## src/hdl/iframe_assembler_with_byte_stuffing_macros.svh

```systemverilog
// Assertion macros for the information frame assembler.
`ifndef IFRAME_ASSEMBLER_WITH_BYTE_STUFFING_MACROS_SVH
`define IFRAME_ASSEMBLER_WITH_BYTE_STUFFING_MACROS_SVH
`ifndef SYNTHESIS
// Check cons in the same cycle as ante.
`define IAB_ASSERT_SAME(label, ante, cons) \
  label: assert property (@(posedge clk) disable iff (rst) (ante) |-> (cons)) \
    else $error("assertion failed");
// Check cons in the cycle after ante.
`define IAB_ASSERT_NEXT(label, ante, cons) \
  label: assert property (@(posedge clk) disable iff (rst) (ante) |=> (cons)) \
    else $error("assertion failed");
`else
`define IAB_ASSERT_SAME(label, ante, cons)
`define IAB_ASSERT_NEXT(label, ante, cons)
`endif
`endif

```

## src/hdl/iab_pkg.sv

```systemverilog
// Package: types, constants and helpers of the information frame assembler.
`default_nettype none
package iab_pkg;

  localparam logic [7:0] FLAG_BYTE = 8'h7E;
  localparam logic [7:0] ESC_BYTE  = 8'h7D;
  localparam logic [7:0] ESC_FLAG  = 8'h5E;
  localparam logic [7:0] ESC_ESC   = 8'h5D;

  localparam int DEF_PAYLOAD_LIMIT = 4096;
  localparam int DEF_QUEUE_DEPTH   = 4;
  localparam int CNT_W             = 13;

  // Register indexes.
  localparam logic [1:0] REG_ROLE    = 2'd0;
  localparam logic [1:0] REG_ADDR_TX = 2'd1;
  localparam logic [1:0] REG_ADDR_RX = 2'd2;
  localparam logic [1:0] REG_MAX_PL  = 2'd3;

  localparam logic [7:0]       RST_ADDR_TX = 8'd3;
  localparam logic [7:0]       RST_ADDR_RX = 8'd1;
  localparam logic [CNT_W-1:0] RST_MAX_PL  = 13'd1024;

  // Output segments of one item, in line order.
  localparam logic [2:0] SEG_OPEN  = 3'd0;
  localparam logic [2:0] SEG_ADDR  = 3'd1;
  localparam logic [2:0] SEG_CTL   = 3'd2;
  localparam logic [2:0] SEG_BCC1  = 3'd3;
  localparam logic [2:0] SEG_DATA  = 3'd4;
  localparam logic [2:0] SEG_DROP  = 3'd5;
  localparam logic [2:0] SEG_BCC2  = 3'd6;
  localparam logic [2:0] SEG_CLOSE = 3'd7;

  // Segments that get byte stuffing in an information frame.
  localparam logic [7:0] STUFF_SEGS = 8'b0101_1110;
  // Segment set of a supervisory frame.
  localparam logic [7:0] SUP_SEGS   = 8'b1000_1111;

  typedef struct packed {
    logic             role;
    logic [7:0]       addr_tx;
    logic [7:0]       addr_rx;
    logic [CNT_W-1:0] max_payload;
  } iab_cfg_t;

  typedef struct packed {
    logic [7:0] mask;
    logic       stuff;
    logic       ov;
    logic [7:0] addr;
    logic [7:0] ctl;
    logic [7:0] dat;
    logic [7:0] bcc;
  } iab_rec_t;

  typedef struct packed {
    logic full;
    logic empty;
  } iab_qstat_t;

  // Encode a one-hot segment mask.
  function automatic logic [2:0] seg_index(input logic [7:0] oh);
    logic [2:0] idx;
    idx = '0;
    for (int i = 0; i < 8; i++) begin
      if (oh[i]) begin
        idx = idx | 3'(i);
      end
    end
    return idx;
  endfunction

endpackage
`default_nettype wire

```

## src/hdl/iab_if.sv

```systemverilog
// Channel interfaces: input items and line bytes.
`default_nettype none
interface iab_in_if;
  logic       valid;
  logic       ready;
  logic       cmd;
  logic [7:0] control;
  logic [7:0] data;
  logic       last;
  modport source (output valid, output cmd, output control, output data, output last,
                  input ready);
  modport sink (input valid, input cmd, input control, input data, input last,
                output ready);
endinterface

interface iab_out_if;
  logic       valid;
  logic       ready;
  logic [7:0] out_byte;
  logic       run_last;
  logic       frame_end;
  logic       overflow;
  modport source (output valid, output out_byte, output run_last, output frame_end,
                  output overflow, input ready);
  modport sink (input valid, input out_byte, input run_last, input frame_end,
                input overflow, output ready);
endinterface
`default_nettype wire

```

## src/hdl/iab_regs.sv

```systemverilog
// APB configuration registers.
`default_nettype none
module iab_regs
  import iab_pkg::*;
(
  input  wire logic        clk,
  input  wire logic        rst,
  input  wire logic        psel,
  input  wire logic        penable,
  input  wire logic        pwrite,
  input  wire logic [3:0]  paddr,
  input  wire logic [31:0] pwdata,
  output logic [31:0]      prdata,
  output logic             pready,
  output iab_cfg_t         cfg
);

  logic wr_en;

  assign pready = 1'b1;
  assign wr_en  = psel && penable && pwrite;

  always_ff @(posedge clk) begin
    if (rst) begin
      cfg.role        <= 1'b0;
      cfg.addr_tx     <= RST_ADDR_TX;
      cfg.addr_rx     <= RST_ADDR_RX;
      cfg.max_payload <= RST_MAX_PL;
    end else if (wr_en) begin
      case (paddr[3:2])
        REG_ROLE:    cfg.role        <= pwdata[0];
        REG_ADDR_TX: cfg.addr_tx     <= pwdata[7:0];
        REG_ADDR_RX: cfg.addr_rx     <= pwdata[7:0];
        REG_MAX_PL:  cfg.max_payload <= pwdata[CNT_W-1:0];
        default: ;
      endcase
    end
  end

  always_comb begin
    case (paddr[3:2])
      REG_ROLE:    prdata = {31'd0, cfg.role};
      REG_ADDR_TX: prdata = {24'd0, cfg.addr_tx};
      REG_ADDR_RX: prdata = {24'd0, cfg.addr_rx};
      REG_MAX_PL:  prdata = {{(32-CNT_W){1'b0}}, cfg.max_payload};
      default:     prdata = '0;
    endcase
  end

endmodule
`default_nettype wire

```

## src/hdl/iab_front.sv

```systemverilog
// Front end: accept items, track frame state, classify into segment records.
`default_nettype none
module iab_front
  import iab_pkg::*;
#(
  parameter int PAYLOAD_LIMIT = DEF_PAYLOAD_LIMIT
) (
  input  wire logic       clk,
  input  wire logic       rst,
  iab_in_if.sink          in_ch,
  input  wire iab_cfg_t   cfg,
  input  wire iab_qstat_t qstat,
  output logic            push,
  output iab_rec_t        rec,
  output logic            in_frame
);

  // Count register saturates at its width; a larger limit never binds.
  localparam int CNT_MAX = (1 << CNT_W) - 1;
  localparam int CAP     = (PAYLOAD_LIMIT > CNT_MAX) ? CNT_MAX : PAYLOAD_LIMIT;
  localparam logic [CNT_W-1:0] CAP_V = CAP[CNT_W-1:0];

  logic [7:0]       payload_xor;
  logic [CNT_W-1:0] payload_count;

  logic [CNT_W-1:0] lim;
  logic             opn;
  logic [7:0]       base_xor;
  logic [CNT_W-1:0] base_cnt;
  logic             take;
  logic [7:0]       new_xor;
  logic [7:0]       addr;

  assign in_ch.ready = !qstat.full;
  assign push        = in_ch.valid && in_ch.ready;

  always_comb begin
    lim = (cfg.max_payload > CAP_V) ? CAP_V : cfg.max_payload;
    if (lim == '0) begin
      lim = CNT_W'(1);
    end
    addr     = cfg.role ? cfg.addr_rx : cfg.addr_tx;
    opn      = !in_frame;
    base_xor = opn ? 8'd0 : payload_xor;
    base_cnt = opn ? '0 : payload_count;
    take     = base_cnt < lim;
    new_xor  = take ? (base_xor ^ in_ch.data) : base_xor;

    rec.addr  = addr;
    rec.ctl   = in_ch.control;
    rec.dat   = in_ch.data;
    rec.bcc   = new_xor;
    if (in_ch.cmd) begin
      rec.mask  = SUP_SEGS;
      rec.stuff = 1'b0;
      rec.ov    = 1'b0;
    end else begin
      rec.mask  = '0;
      rec.mask[SEG_OPEN]  = opn;
      rec.mask[SEG_ADDR]  = opn;
      rec.mask[SEG_CTL]   = opn;
      rec.mask[SEG_BCC1]  = opn;
      rec.mask[SEG_DATA]  = take;
      rec.mask[SEG_DROP]  = !take && !in_ch.last;
      rec.mask[SEG_BCC2]  = in_ch.last;
      rec.mask[SEG_CLOSE] = in_ch.last;
      rec.stuff = 1'b1;
      rec.ov    = !take;
    end
  end

  always_ff @(posedge clk) begin
    if (rst) begin
      in_frame      <= 1'b0;
      payload_xor   <= '0;
      payload_count <= '0;
    end else if (push) begin
      if (in_ch.cmd || in_ch.last) begin
        in_frame      <= 1'b0;
        payload_xor   <= '0;
        payload_count <= '0;
      end else begin
        in_frame      <= 1'b1;
        payload_xor   <= new_xor;
        payload_count <= base_cnt + CNT_W'(take);
      end
    end
  end

endmodule
`default_nettype wire

```

## src/hdl/iab_queue.sv

```systemverilog
// Short record queue between front and back.
`default_nettype none
module iab_queue
  import iab_pkg::*;
#(
  parameter int DEPTH = DEF_QUEUE_DEPTH
) (
  input  wire logic     clk,
  input  wire logic     rst,
  input  wire logic     push,
  input  wire iab_rec_t wr_rec,
  input  wire logic     pop,
  output iab_rec_t      rd_rec,
  output iab_qstat_t    qstat
);

  localparam int PW = (DEPTH > 1) ? $clog2(DEPTH) : 1;
  localparam int CW = $clog2(DEPTH + 1);
  localparam logic [PW-1:0] LAST_PTR = PW'(DEPTH - 1);
  localparam logic [CW-1:0] FULL_CNT = CW'(DEPTH);

  iab_rec_t      slots [DEPTH];
  logic [PW-1:0] wr_ptr;
  logic [PW-1:0] rd_ptr;
  logic [CW-1:0] fill;

  assign qstat.full  = (fill == FULL_CNT);
  assign qstat.empty = (fill == '0);
  assign rd_rec      = slots[rd_ptr];

  always_ff @(posedge clk) begin
    if (push) begin
      slots[wr_ptr] <= wr_rec;
    end
  end

  always_ff @(posedge clk) begin
    if (rst) begin
      wr_ptr <= '0;
      rd_ptr <= '0;
      fill   <= '0;
    end else begin
      if (push) begin
        wr_ptr <= (wr_ptr == LAST_PTR) ? '0 : wr_ptr + PW'(1);
      end
      if (pop) begin
        rd_ptr <= (rd_ptr == LAST_PTR) ? '0 : rd_ptr + PW'(1);
      end
      case ({push, pop})
        2'b10:   fill <= fill + CW'(1);
        2'b01:   fill <= fill - CW'(1);
        default: fill <= fill;
      endcase
    end
  end

endmodule
`default_nettype wire

```

## src/hdl/iab_back.sv

```systemverilog
// Back end: walk segments of a record, stuff bytes, drive the output register.
`default_nettype none
module iab_back
  import iab_pkg::*;
(
  input  wire logic       clk,
  input  wire logic       rst,
  input  wire iab_qstat_t qstat,
  input  wire iab_rec_t   rd_rec,
  output logic            pop,
  iab_out_if.source       out_ch
);

  iab_rec_t   cur;
  logic       cur_valid;
  logic [7:0] pend;
  logic       esc_phase;
  logic       ovld;

  logic [7:0] cur_oh;
  logic [7:0] rest;
  logic [2:0] seg;
  logic [7:0] raw;
  logic       needs_esc;
  logic       byte_done;
  logic       last_byte;
  logic       advance;
  logic [7:0] byte_val;

  always_comb begin
    cur_oh = pend & (~pend + 8'd1);
    rest   = pend & ~cur_oh;
    seg    = seg_index(cur_oh);
    case (seg)
      SEG_OPEN:  raw = FLAG_BYTE;
      SEG_ADDR:  raw = cur.addr;
      SEG_CTL:   raw = cur.ctl;
      SEG_BCC1:  raw = cur.addr ^ cur.ctl;
      SEG_DATA:  raw = cur.dat;
      SEG_DROP:  raw = 8'd0;
      SEG_BCC2:  raw = cur.bcc;
      SEG_CLOSE: raw = FLAG_BYTE;
      default:   raw = 8'd0;
    endcase
    needs_esc = cur.stuff && STUFF_SEGS[seg] && (raw == FLAG_BYTE || raw == ESC_BYTE);
    byte_done = !needs_esc || esc_phase;
    last_byte = byte_done && (rest == '0);
    if (needs_esc && !esc_phase) begin
      byte_val = ESC_BYTE;
    end else if (needs_esc) begin
      byte_val = (raw == FLAG_BYTE) ? ESC_FLAG : ESC_ESC;
    end else begin
      byte_val = raw;
    end
    advance = cur_valid && (!ovld || out_ch.ready);
    pop     = !qstat.empty && (!cur_valid || (advance && last_byte));
  end

  assign out_ch.valid = ovld;

  always_ff @(posedge clk) begin
    if (rst) begin
      cur_valid <= 1'b0;
      esc_phase <= 1'b0;
      ovld      <= 1'b0;
    end else begin
      if (pop) begin
        cur_valid <= 1'b1;
        esc_phase <= 1'b0;
      end else if (advance) begin
        if (byte_done) begin
          esc_phase <= 1'b0;
          if (rest == '0) begin
            cur_valid <= 1'b0;
          end
        end else begin
          esc_phase <= 1'b1;
        end
      end
      if (advance) begin
        ovld <= 1'b1;
      end else if (out_ch.ready) begin
        ovld <= 1'b0;
      end
    end
  end

  // Record and segment set; cur_valid qualifies them.
  always_ff @(posedge clk) begin
    if (pop) begin
      cur  <= rd_rec;
      pend <= rd_rec.mask;
    end else if (advance && byte_done) begin
      pend <= rest;
    end
  end

  always_ff @(posedge clk) begin
    if (advance) begin
      out_ch.out_byte  <= byte_val;
      out_ch.run_last  <= last_byte;
      out_ch.frame_end <= (seg == SEG_CLOSE);
      out_ch.overflow  <= cur.ov;
    end
  end

endmodule
`default_nettype wire

```

## src/hdl/iframe_assembler_with_byte_stuffing.sv

```systemverilog
// Path: queue slot, back-end record register, output register.
// Throughput: one item per cycle into the queue while it has room, one line byte per
//   cycle out while the sink is ready; a stuffed byte goes out as an escape pair, an
//   opening byte adds flag, address, control and check, a last byte check and flag.
// Reset (rst, synchronous): registers return to defaults, no frame open, queue
//   and output register empty.
`default_nettype none
`include "iframe_assembler_with_byte_stuffing_macros.svh"
module iframe_assembler_with_byte_stuffing
  import iab_pkg::*;
#(
  parameter int PAYLOAD_LIMIT = DEF_PAYLOAD_LIMIT,
  parameter int QUEUE_DEPTH   = DEF_QUEUE_DEPTH
) (
  input  wire logic        clk,
  input  wire logic        rst,
  iab_in_if.sink           in_ch,
  iab_out_if.source        out_ch,
  input  wire logic        psel,
  input  wire logic        penable,
  input  wire logic        pwrite,
  input  wire logic [3:0]  paddr,
  input  wire logic [31:0] pwdata,
  output logic [31:0]      prdata,
  output logic             pready
);

  iab_cfg_t   cfg;
  iab_qstat_t qstat;
  iab_rec_t   wr_rec;
  iab_rec_t   rd_rec;
  logic       push;
  logic       pop;
  logic       in_frame;

  // Register file: role, two addresses, payload limit.
  iab_regs u_regs (
    .clk     (clk),
    .rst     (rst),
    .psel    (psel),
    .penable (penable),
    .pwrite  (pwrite),
    .paddr   (paddr),
    .pwdata  (pwdata),
    .prdata  (prdata),
    .pready  (pready),
    .cfg     (cfg)
  );

  // Front: take each input transfer while the queue has room, update the
  // running frame state (open flag, payload XOR, payload count) and turn the
  // item into a record that lists which segments to send.
  iab_front #(
    .PAYLOAD_LIMIT (PAYLOAD_LIMIT)
  ) u_front (
    .clk      (clk),
    .rst      (rst),
    .in_ch    (in_ch),
    .cfg      (cfg),
    .qstat    (qstat),
    .push     (push),
    .rec      (wr_rec),
    .in_frame (in_frame)
  );

  // Queue: lets the front keep accepting while the back drains long items.
  iab_queue #(
    .DEPTH (QUEUE_DEPTH)
  ) u_queue (
    .clk    (clk),
    .rst    (rst),
    .push   (push),
    .wr_rec (wr_rec),
    .pop    (pop),
    .rd_rec (rd_rec),
    .qstat  (qstat)
  );

  // Back: walk the segments of one record, insert escapes, and hold each byte
  // in the output register until the sink takes it.
  iab_back u_back (
    .clk    (clk),
    .rst    (rst),
    .qstat  (qstat),
    .rd_rec (rd_rec),
    .pop    (pop),
    .out_ch (out_ch)
  );

  // Never write into a full queue.
  `IAB_ASSERT_SAME(a_no_push_full, qstat.full, !push)
  // A supervisory item or a last payload byte closes the frame.
  `IAB_ASSERT_NEXT(a_frame_closed, push && (in_ch.cmd || in_ch.last), !in_frame)
  // A closing flag is always the final byte of its item.
  `IAB_ASSERT_SAME(a_close_final, out_ch.valid && out_ch.frame_end, out_ch.run_last)
  // Pop only with data present.
  `IAB_ASSERT_SAME(a_pop_nonempty, pop, !qstat.empty)

endmodule
`default_nettype wire

```

## src/flat_wrapper.sv

```systemverilog
// flat-port wrapper written by rule: the top's interface ports become plain ports
module iframe_assembler_with_byte_stuffing_flat import iab_pkg::*;
#(
  parameter int PAYLOAD_LIMIT = DEF_PAYLOAD_LIMIT,
  parameter int QUEUE_DEPTH   = DEF_QUEUE_DEPTH
)
  (clk, rst, psel, penable, pwrite, paddr, pwdata, prdata, pready, in_ch_valid, in_ch_cmd, in_ch_control, in_ch_data, in_ch_last, in_ch_ready, out_ch_valid, out_ch_out_byte, out_ch_run_last, out_ch_frame_end, out_ch_overflow, out_ch_ready);
  iab_in_if in_ch_i ();
  iab_out_if out_ch_i ();
  input  wire logic clk;
  input  wire logic rst;
  input  wire logic psel;
  input  wire logic penable;
  input  wire logic pwrite;
  input  wire logic [3:0] paddr;
  input  wire logic [31:0] pwdata;
  output logic [31:0] prdata;
  output logic pready;
  input wire logic [$bits(in_ch_i.valid)-1:0] in_ch_valid;
  input wire logic [$bits(in_ch_i.cmd)-1:0] in_ch_cmd;
  input wire logic [$bits(in_ch_i.control)-1:0] in_ch_control;
  input wire logic [$bits(in_ch_i.data)-1:0] in_ch_data;
  input wire logic [$bits(in_ch_i.last)-1:0] in_ch_last;
  output wire logic [$bits(in_ch_i.ready)-1:0] in_ch_ready;
  output wire logic [$bits(out_ch_i.valid)-1:0] out_ch_valid;
  output wire logic [$bits(out_ch_i.out_byte)-1:0] out_ch_out_byte;
  output wire logic [$bits(out_ch_i.run_last)-1:0] out_ch_run_last;
  output wire logic [$bits(out_ch_i.frame_end)-1:0] out_ch_frame_end;
  output wire logic [$bits(out_ch_i.overflow)-1:0] out_ch_overflow;
  input wire logic [$bits(out_ch_i.ready)-1:0] out_ch_ready;
  assign in_ch_i.valid = in_ch_valid;
  assign in_ch_i.cmd = in_ch_cmd;
  assign in_ch_i.control = in_ch_control;
  assign in_ch_i.data = in_ch_data;
  assign in_ch_i.last = in_ch_last;
  assign in_ch_ready = in_ch_i.ready;
  assign out_ch_valid = out_ch_i.valid;
  assign out_ch_out_byte = out_ch_i.out_byte;
  assign out_ch_run_last = out_ch_i.run_last;
  assign out_ch_frame_end = out_ch_i.frame_end;
  assign out_ch_overflow = out_ch_i.overflow;
  assign out_ch_i.ready = out_ch_ready;
  iframe_assembler_with_byte_stuffing #(.PAYLOAD_LIMIT(PAYLOAD_LIMIT), .QUEUE_DEPTH(QUEUE_DEPTH)) u_core (.clk(clk), .rst(rst), .in_ch(in_ch_i), .out_ch(out_ch_i), .psel(psel), .penable(penable), .pwrite(pwrite), .paddr(paddr), .pwdata(pwdata), .prdata(prdata), .pready(pready));
endmodule
```

## config.mk

```make
export PLATFORM = sky130hd
export DESIGN_NAME = iframe_assembler_with_byte_stuffing_flat
export DESIGN_NICKNAME = d
export VERILOG_FILES = /design/src/hdl/iab_pkg.sv /design/src/hdl/iab_if.sv /design/src/hdl/iab_regs.sv /design/src/hdl/iab_front.sv /design/src/hdl/iab_queue.sv /design/src/hdl/iab_back.sv /design/src/hdl/iframe_assembler_with_byte_stuffing.sv /design/src/flat_wrapper.sv
export VERILOG_INCLUDE_DIRS = /design/src /design/src/hdl
export SDC_FILE = /design/constraint.sdc
export NUM_CORES = 1
export LEC_CHECK = 0
export BUFFER_PORTS_ARGS = -buffer_cell sky130_fd_sc_hd__buf_2
export CAP_MARGIN = 0
export CORE_MARGIN = 3
export CORE_UTILIZATION = 50
export CTS_BUF_LIST = sky130_fd_sc_hd__clkbuf_2 sky130_fd_sc_hd__clkbuf_4 sky130_fd_sc_hd__clkbuf_8
export DETAILED_ROUTE_END_ITERATION = 6
export PLACE_DENSITY = 0.69
export SLEW_MARGIN = 10
export SYNTH_ARGS = -nofsm -noshare
export SYNTH_HDL_FRONTEND = slang
export SYNTH_SLANG_ARGS = --single-unit
```

## constraint.sdc

```tcl
create_clock -name clk -period 5.72 [get_ports clk]
set_input_delay 0.572 -clock clk [delete_from_list [all_inputs] [get_ports clk]]
set_output_delay 0.572 -clock clk [all_outputs]
set_load 0.01 [all_outputs]
```

## After elaboration in Yosys (flattened, before gate mapping)

Memory sizes are Yosys's and may differ from the RTL's. A register that Yosys moved wholly into a read port is not among the register bits.
Cells that the tools add are included.

- Flip-flop bits (word level): 115
- Memories kept: 2
- Logic and storage cells: 140
- Bits in writable memories: 168
- Output and inout bits: 46
- Input port bits: 61
- ROM bits: 8

- Muxes and demuxes: 38
- Add/sub/neg operators: 6
- Magnitude comparators: 3
- Bitwise logic cells: 6
- Reductions and logical operators: 44
- Equal/unequal tests: 17

Memories:

| memory | words | bits a word | rd ports | clocked after Yosys merged registers in | wr ports | line | text |
|---|---|---|---|---|---|---|---|
| u_core.u_queue.slots | 4 | 42 | 1 | 1 | 1 | iab_queue.sv:22 | `iab_rec_t slots [DEPTH];` |
| (name not given) | 8 | 1 | 1 | 0 | 0 | iab_back.sv:45 | `needs_esc = cur.stuff && STUFF_SEGS[seg] && (raw == FLAG_BYTE \|\| raw == ESC_BYTE);` |

Operator list:

| cell | number |
|---|---|
| case mux 32 bit (4 select lines) | 1 |
| 2-to-1 mux 8 bit | 7 |
| case mux 8 bit (7 select lines) | 1 |
| 2-to-1 mux 13 bit | 4 |
| bitwise AND 8 bit | 2 |
| equality test 8 x 7 -> 1 bit (second input constant) | 2 |
| NOT 8 bit | 2 |
| XOR 8 bit | 2 |
| equality test 3 bit (second input constant) | 5 |
| 2-to-1 mux 2 bit | 7 |
| adder 13 x 1 -> 13 bit | 1 |
| > comparator 13 bit (second input constant) | 1 |
| zero test 13 bit | 1 |
| < comparator 13 bit | 1 |
| logical AND 1 bit | 12 |
| 2-to-1 mux 1 bit | 12 |
| 2-to-1 mux 3 bit | 4 |
| nonzero test 2 bit | 6 |
| equality test 2 bit (second input constant) | 5 |
| 2-to-1 mux 10 bit | 1 |
| zero test 1 bit | 9 |
| adder 8 x 1 -> 8 bit (second input constant) | 1 |
| zero test 8 bit | 1 |
| AND reduction 2 bit | 4 |
| other kinds (13) | 22 |

## Longest topological paths before layout

- Depth in word-level cells: 24
- Gate-level depth with buffers: 20
- Depth with buffers taken out: 17

## By module

Synthesis repeated with hierarchy kept, for this count alone.

- Cell total of the unflattened synthesis: 907
- Area total of the unflattened synthesis: 12746.0 sq um

Modules (own cells, without submodules):

| module | area each (sq um) | times used | sequential area each (sq um) | cells an instance |
|---|---|---|---|---|
| iab_queue | 6561.3 | 1 | 5225.0 | 268 |
| iab_back | 2578.7 | 1 | 1651.6 | 207 |
| iab_front | 1939.4 | 1 | 440.4 | 264 |
| iab_regs | 1666.6 | 1 | 600.6 | 168 |

## Worst setup path before layout

Ideal clock, no wire load.

- Kind: register -> register
- Start: reg u_core.u_front.in_frame
- End: reg u_core.u_front.payload_count[12]
- Library setup time: 132 ps
- Arrival time: 4089 ps
- Data required time: 5588 ps
- Stages on the path, launching flop included: 21
- Period minus slack after synthesis: 4221 ps
- Path buffers: 4
- Setup slack: 1499 ps
- Cells stage by stage: dfxtp_1 > clkbuf_1 > clkbuf_1 > and2_1 > ha_1 > a21o_1 > a21o_1 > a21o_1 > a21o_1 > a21oi_1 > o2111a_1 > clkbuf_1 > clkbuf_1 > ha_1 > ha_1 > and3_1 > and3_1 > and3_1 > a31oi_1 > o21ai_0 > a21oi_1

- Cells in the longest elaborated chain, start to end: 4

RTL lines:

| item | line | text |
|---|---|---|
| start: declaration | iab_front.sv:15 | `output logic in_frame` |
| start signal: assignment | iab_front.sv:74 | `in_frame <= 1'b0;` |
| start signal: assignment | iab_front.sv:79 | `in_frame <= 1'b0;` |
| start signal: assignment | iab_front.sv:83 | `in_frame <= 1'b1;` |
| 2-to-1 mux 13 bit * | iab_front.sv:45 | `base_cnt = opn ? '0 : payload_count;` |
| < comparator 13 bit | iab_front.sv:46 | `take = base_cnt < lim;` |
| adder 13 x 1 -> 13 bit * | iab_front.sv:85 | `payload_count <= base_cnt + CNT_W'(take);` |
| 2-to-1 mux 13 bit * | iab_front.sv:78 | `if (in_ch.cmd \|\| in_ch.last) begin` |
| end signal: assignment | iab_front.sv:85 |  |
| end: declaration | iab_front.sv:24 | `logic [CNT_W-1:0] payload_count;` |

Mark *: on every way between the ends. The rest lies on a longest branch, timed or not.
A chain may end at the register's enable or synchronous reset.

## Worst setup path after layout

- Start: reg u_core.u_back.pend[3]
- End: reg u_core.u_queue.fill[2]

- Cells in the longest elaborated chain, start to end: 22
- Elaborated cells on any way between the ends: 38
- Classes of those cells: add/sub: 1; eq/ne: 11; mux: 8; bitwise: 4; reduce/logical: 13; memory: 1

RTL lines:

| item | line | text |
|---|---|---|
| start: declaration | iab_back.sv:16 | `logic [7:0] pend;` |
| start signal: assignment | iab_back.sv:92 | `pend <= rd_rec.mask;` |
| start signal: assignment | iab_back.sv:94 | `pend <= rest;` |
| NOT 8 bit | iab_back.sv:31 | `cur_oh = pend & (~pend + 8'd1);` |
| adder 8 x 1 -> 8 bit | iab_back.sv:31 |  |
| bitwise AND 8 bit | iab_back.sv:31 |  |
| 2-to-1 mux 2 bit | iab_pkg.sv:66 | `if (oh[i]) begin` |
| 2-to-1 mux 3 bit (4 in series) | iab_pkg.sv:66 |  |
| equality test 3 bit / zero test 3 bit (equally long branches) | iab_back.sv:34 | `case (seg)` |
| OR reduction 2 bit (no line) | -- |  |
| case mux 8 bit (7 select lines) | iab_back.sv:34 |  |
| (+4 left out) | -- |  |
| logical OR 1 bit | iab_back.sv:46 | `byte_done = !needs_esc \|\| esc_phase;` |
| logical AND 1 bit * | iab_back.sv:47 | `last_byte = byte_done && (rest == '0);` |
| logical AND 1 bit * | iab_back.sv:56 | `pop = !qstat.empty && (!cur_valid \|\| (advance && last_byte));` |
| logical OR 1 bit * | iab_back.sv:56 |  |
| logical AND 1 bit * | iab_back.sv:56 |  |
| named net u_core.pop | iframe_assembler_with_byte_stuffing.sv:33 | `logic pop;` |
| equality test 2 x 1 -> 1 bit / equality test 2 bit (equally long branches) | iab_queue.sv:49 | `case ({push, pop})` |
| case mux 3 bit (2 select lines) / nonzero test 2 bit (equally long branches) | -- |  |
| end signal: assignment | iab_queue.sv:50 | `2'b10: fill <= fill + CW'(1);` |
| end signal: assignment | iab_queue.sv:51 | `2'b01: fill <= fill - CW'(1);` |
| end signal: assignment | iab_queue.sv:52 | `default: fill <= fill;` |
| end: declaration | iab_queue.sv:25 | `logic [CW-1:0] fill;` |

Mark *: on every way through the listed nets, which the timed path passes. The rest lies on a longest branch. The select of a mux whose other input is x is not followed.

==> reports/metrics.cfg <==
[status]
status=complete, no violations

[cts]
cts_tree=yes
clockBufferDepth=3
cts_hold_buf=0
postCtsSetupRepairBufs=0
numCtsBuffers=44
path_clk_slew_ns=0.06
clkLatencyLatePin_ns=0.55
cts_resized=0
ctsHtreeMaxLevel=2
root_buffer=clkbuf_8
clock_sinks=273

[layout]
num_antenna_cells=0
fill_cells=1829
layout-drive-gt1-share_pct=22.5
fin_util_pct=58.0
nNetsFinal=1027
area_delta_synth_final_pct=12.1

[global_route]
gr-usage-all-layers_pct=18.2
antenna_found_initial=0
gr-total-overflow=0
grt_pass1_wl_um=37800
grt_max_degree=59
first_global_vias=7140

[floorplan]
start_util_pct=51.7
ioPinCount=107
dieArea_um2=25700
die-height_um=160
die_w_um=160
core_um2=23100
num_rows=55

[worst_hold_path]
hp-class=primary input to flip-flop

[detailed_routing]
wl_per_cell_um=18.0
route.detailed.drc=0
ant_nets=0
dr.first_iter.drc_count=583
drt_first_pass_iters=4
vias=7131
viasPerCell=5.51
routed_wl_um=23300

[logic_synthesis]
synth-edff-count=209
synth_ff_type=edfxtp_1
seq_area_frac_synth_pct=63.4
syn_avg_cell_area_um2=13.7
synth_area_um2=11900
synth-seq-cells=273
synth_cell_type_count=70
syn_inst=871
async_flop_share_pct=0
yosysWarnings=0

[worst_setup_path]
required_ns=6.17
timing_worst_setup_path_type=flip-flop to flip-flop
arrival_ns=5.09
cp_max_fo=38
cp-end-kind=flip-flop
critPathLaunchType=flip-flop

[timing]
maxSlewHeadroom_pct=21.4
fmax_mhz=216
report.final.slew_viol_count=0
tightest_slew_ns=1.17
hold_viol_final=0
fin_crit_ns=4.63
setup_viol=0
fin_crit_sh_pct=81.0
rsz0062_at_grt=no
final.setup.worst_slack_ns=1.09
skew_ns=0.0229
fin_setup_tns_ns=0

[pwr]
p_leak_nw=4.84
powerDensity_nw_per_um2=448
worst_ir_drop_vdd_mv=0.240

[place]
io_buffers=65
pre_cts_ws_ns=1.08
dp_hpwl_um=14700
globalplace.congestion=0.853

[run]
cap_violations=0

through the flow:
stage               hold WS [ns]  power (W)  instances  area (µm²)
CTS                        0.207    0.00606       1294       13400
detailed placement         0.407    0.00431       1212       12400
global placement           0.402    0.00427       1212       12400
global route               0.214    0.00633       1294       13400
finish                     0.240    0.00599       1294       13400
floorplan                  0.400    0.00389        889       12000
cell type report:
class	count	area [µm²]	share of cell area [%]
inverter	26	100	0.749
clock inverter	22	190	1.42
clock buffer	60	738	5.52
sequential	273	7560	56.6
multi-input combinational	527	4000	29.9
tap	313	392	2.93
timing repair buffer	73	385	2.88
sequential cells by signal (all words and copies together), names as in the netlist, named ones only:
signal and count:
u_core.u_queue.slots 156, u_core.u_back.cur 34, u_core.u_regs.cfg 30, u_core.u_front.payload_count 13, u_core.u_back.out_ch.out_byte 8, u_core.u_back.pend 8, u_core.u_front.payload_xor 8, u_core.u_queue.fill 3
u_core.u_queue.rd_ptr 2, u_core.u_queue.wr_ptr 2, u_core.u_back.cur_valid 1, u_core.u_back.esc_phase 1, u_core.u_back.out_ch.frame_end 1, u_core.u_back.out_ch.overflow 1, u_core.u_back.out_ch.run_last 1, u_core.u_back.out_ch.valid 1
u_core.u_front.in_frame 1
placed cells by master, fill, tap and decap left out, types with 5 or more instances in the layout:
cell type / n
a21oi_1: 41
ha_1: 20
and4_1: 7
clkinv_1: 6
a31oi_1: 8
nor2_1: 50
dfxtp_1: 62
edfxtp_1: 209
and2_1: 24
nand3_1: 10
clkbuf_4: 14
mux4_2: 39
and3_1: 13
xor2_1: 12
nand2_1: 88
a311o_1: 6
nor4_1: 5
mux2_2: 16
o21ai_0: 23
nor2b_1: 12
nand4_1: 10
nor3_1: 10
a21o_1: 7
buf_2: 65
a22o_1: 7
buf_4: 8
clkbuf_8: 46
conb_1: 20
nand2b_1: 8
clkinv_2: 10
mux2i_1: 25
inv_1: 25
nor3b_1: 6
or3_1: 5
final timing paths:
kind              cells after the start  slack, ns                             to             startpoint
setup / recovery                     13       1.09         u_core.u_queue.fill[2]  u_core.u_back.pend[3]
hold / removal                        3       0.24          u_core.u_regs.cfg[10]             pwdata[10]
setup reg to reg                     13       1.09         u_core.u_queue.fill[2]  u_core.u_back.pend[3]
hold reg to reg                       0       0.42  u_core.u_back.out_ch.overflow  u_core.u_back.cur[32]
metal layers:
metal,global-route usage (%),up-vias,part of all wire [%]
met5,0,-,0
met2,29.0,203,47
met1,25.6,3479,46
met3,3.59,40,5.2
li1,-,3409,-
met4,5.64,0,2.3
synth_stat cells, drive strengths merged (3+ instances only):
master  instances  area [µm²]
edfxtp        209        6280
nand2          88         330
dfxtp          64        1280
nor2           50         188
a21oi          41         205
mux4           39         878
clkbuf         32         120
buf            31         213
and2           28         175
inv            26         100
mux2i          25         250
o21ai          24         120
ha             20         250
mux2           18         206
and3           13        81.3
nor2b          12        75.1
xor2           12         105
nand3          10        50.1
nand4          10        62.6
nor3           10        50.1
a31oi           8        50.1
nand2b          8        50.1
a21o            7        52.6
a22o            7        61.3
and4            7        61.3
a311o           6        60.1
nor3b           6        45.0
nor4            6        52.6
or3             5        31.3
a211o           4        35.0
o211ai          4        35.0
a22oi           3        22.5
a311oi          3        26.3
or4             3        26.3
kinds of logic (layout without fill, tap and decap cells):
logic type                 count (synthesis)  count (layout)  share of synthesized area [%]
and+or+nand+nor                          260             260                           11.0
adders and majority gates                 23              23                           2.45
buffers and inverters                     89             181                           3.63
other                                      2              20                         0.0630
DFF                                      273             273                           63.4
xor gates and xnor gates                  13              13                          0.955
AOI/OAI and AO/OA                        129             129                           7.29
muxes                                     82              82                           11.2
where the power goes:
part           internal (W)  leakage, nW  switching, W  total, W
registers           0.00260         2.45      0.000267   0.00287
clock network      0.000984        0.497      0.000749   0.00173
logic              0.000586         1.90      0.000805   0.00139
total               0.00417         4.84       0.00182   0.00599
worst max-delay path: stages, from the launching register on:
cell and delay, ns:
edfxtp_1 0.63, or4_4 0.65, maj3_2 0.32, o21ai_1 0.11, a2bb2oi_1 0.11, or4_1 0.47
o22a_1 0.40, inv_4 0.48, ha_1 0.27, inv_1 0.07, fa_1 0.43, xor2_1 0.16
or3_1 0.31, a21oi_1 0.15
Power figures use the tool's default switching activity.
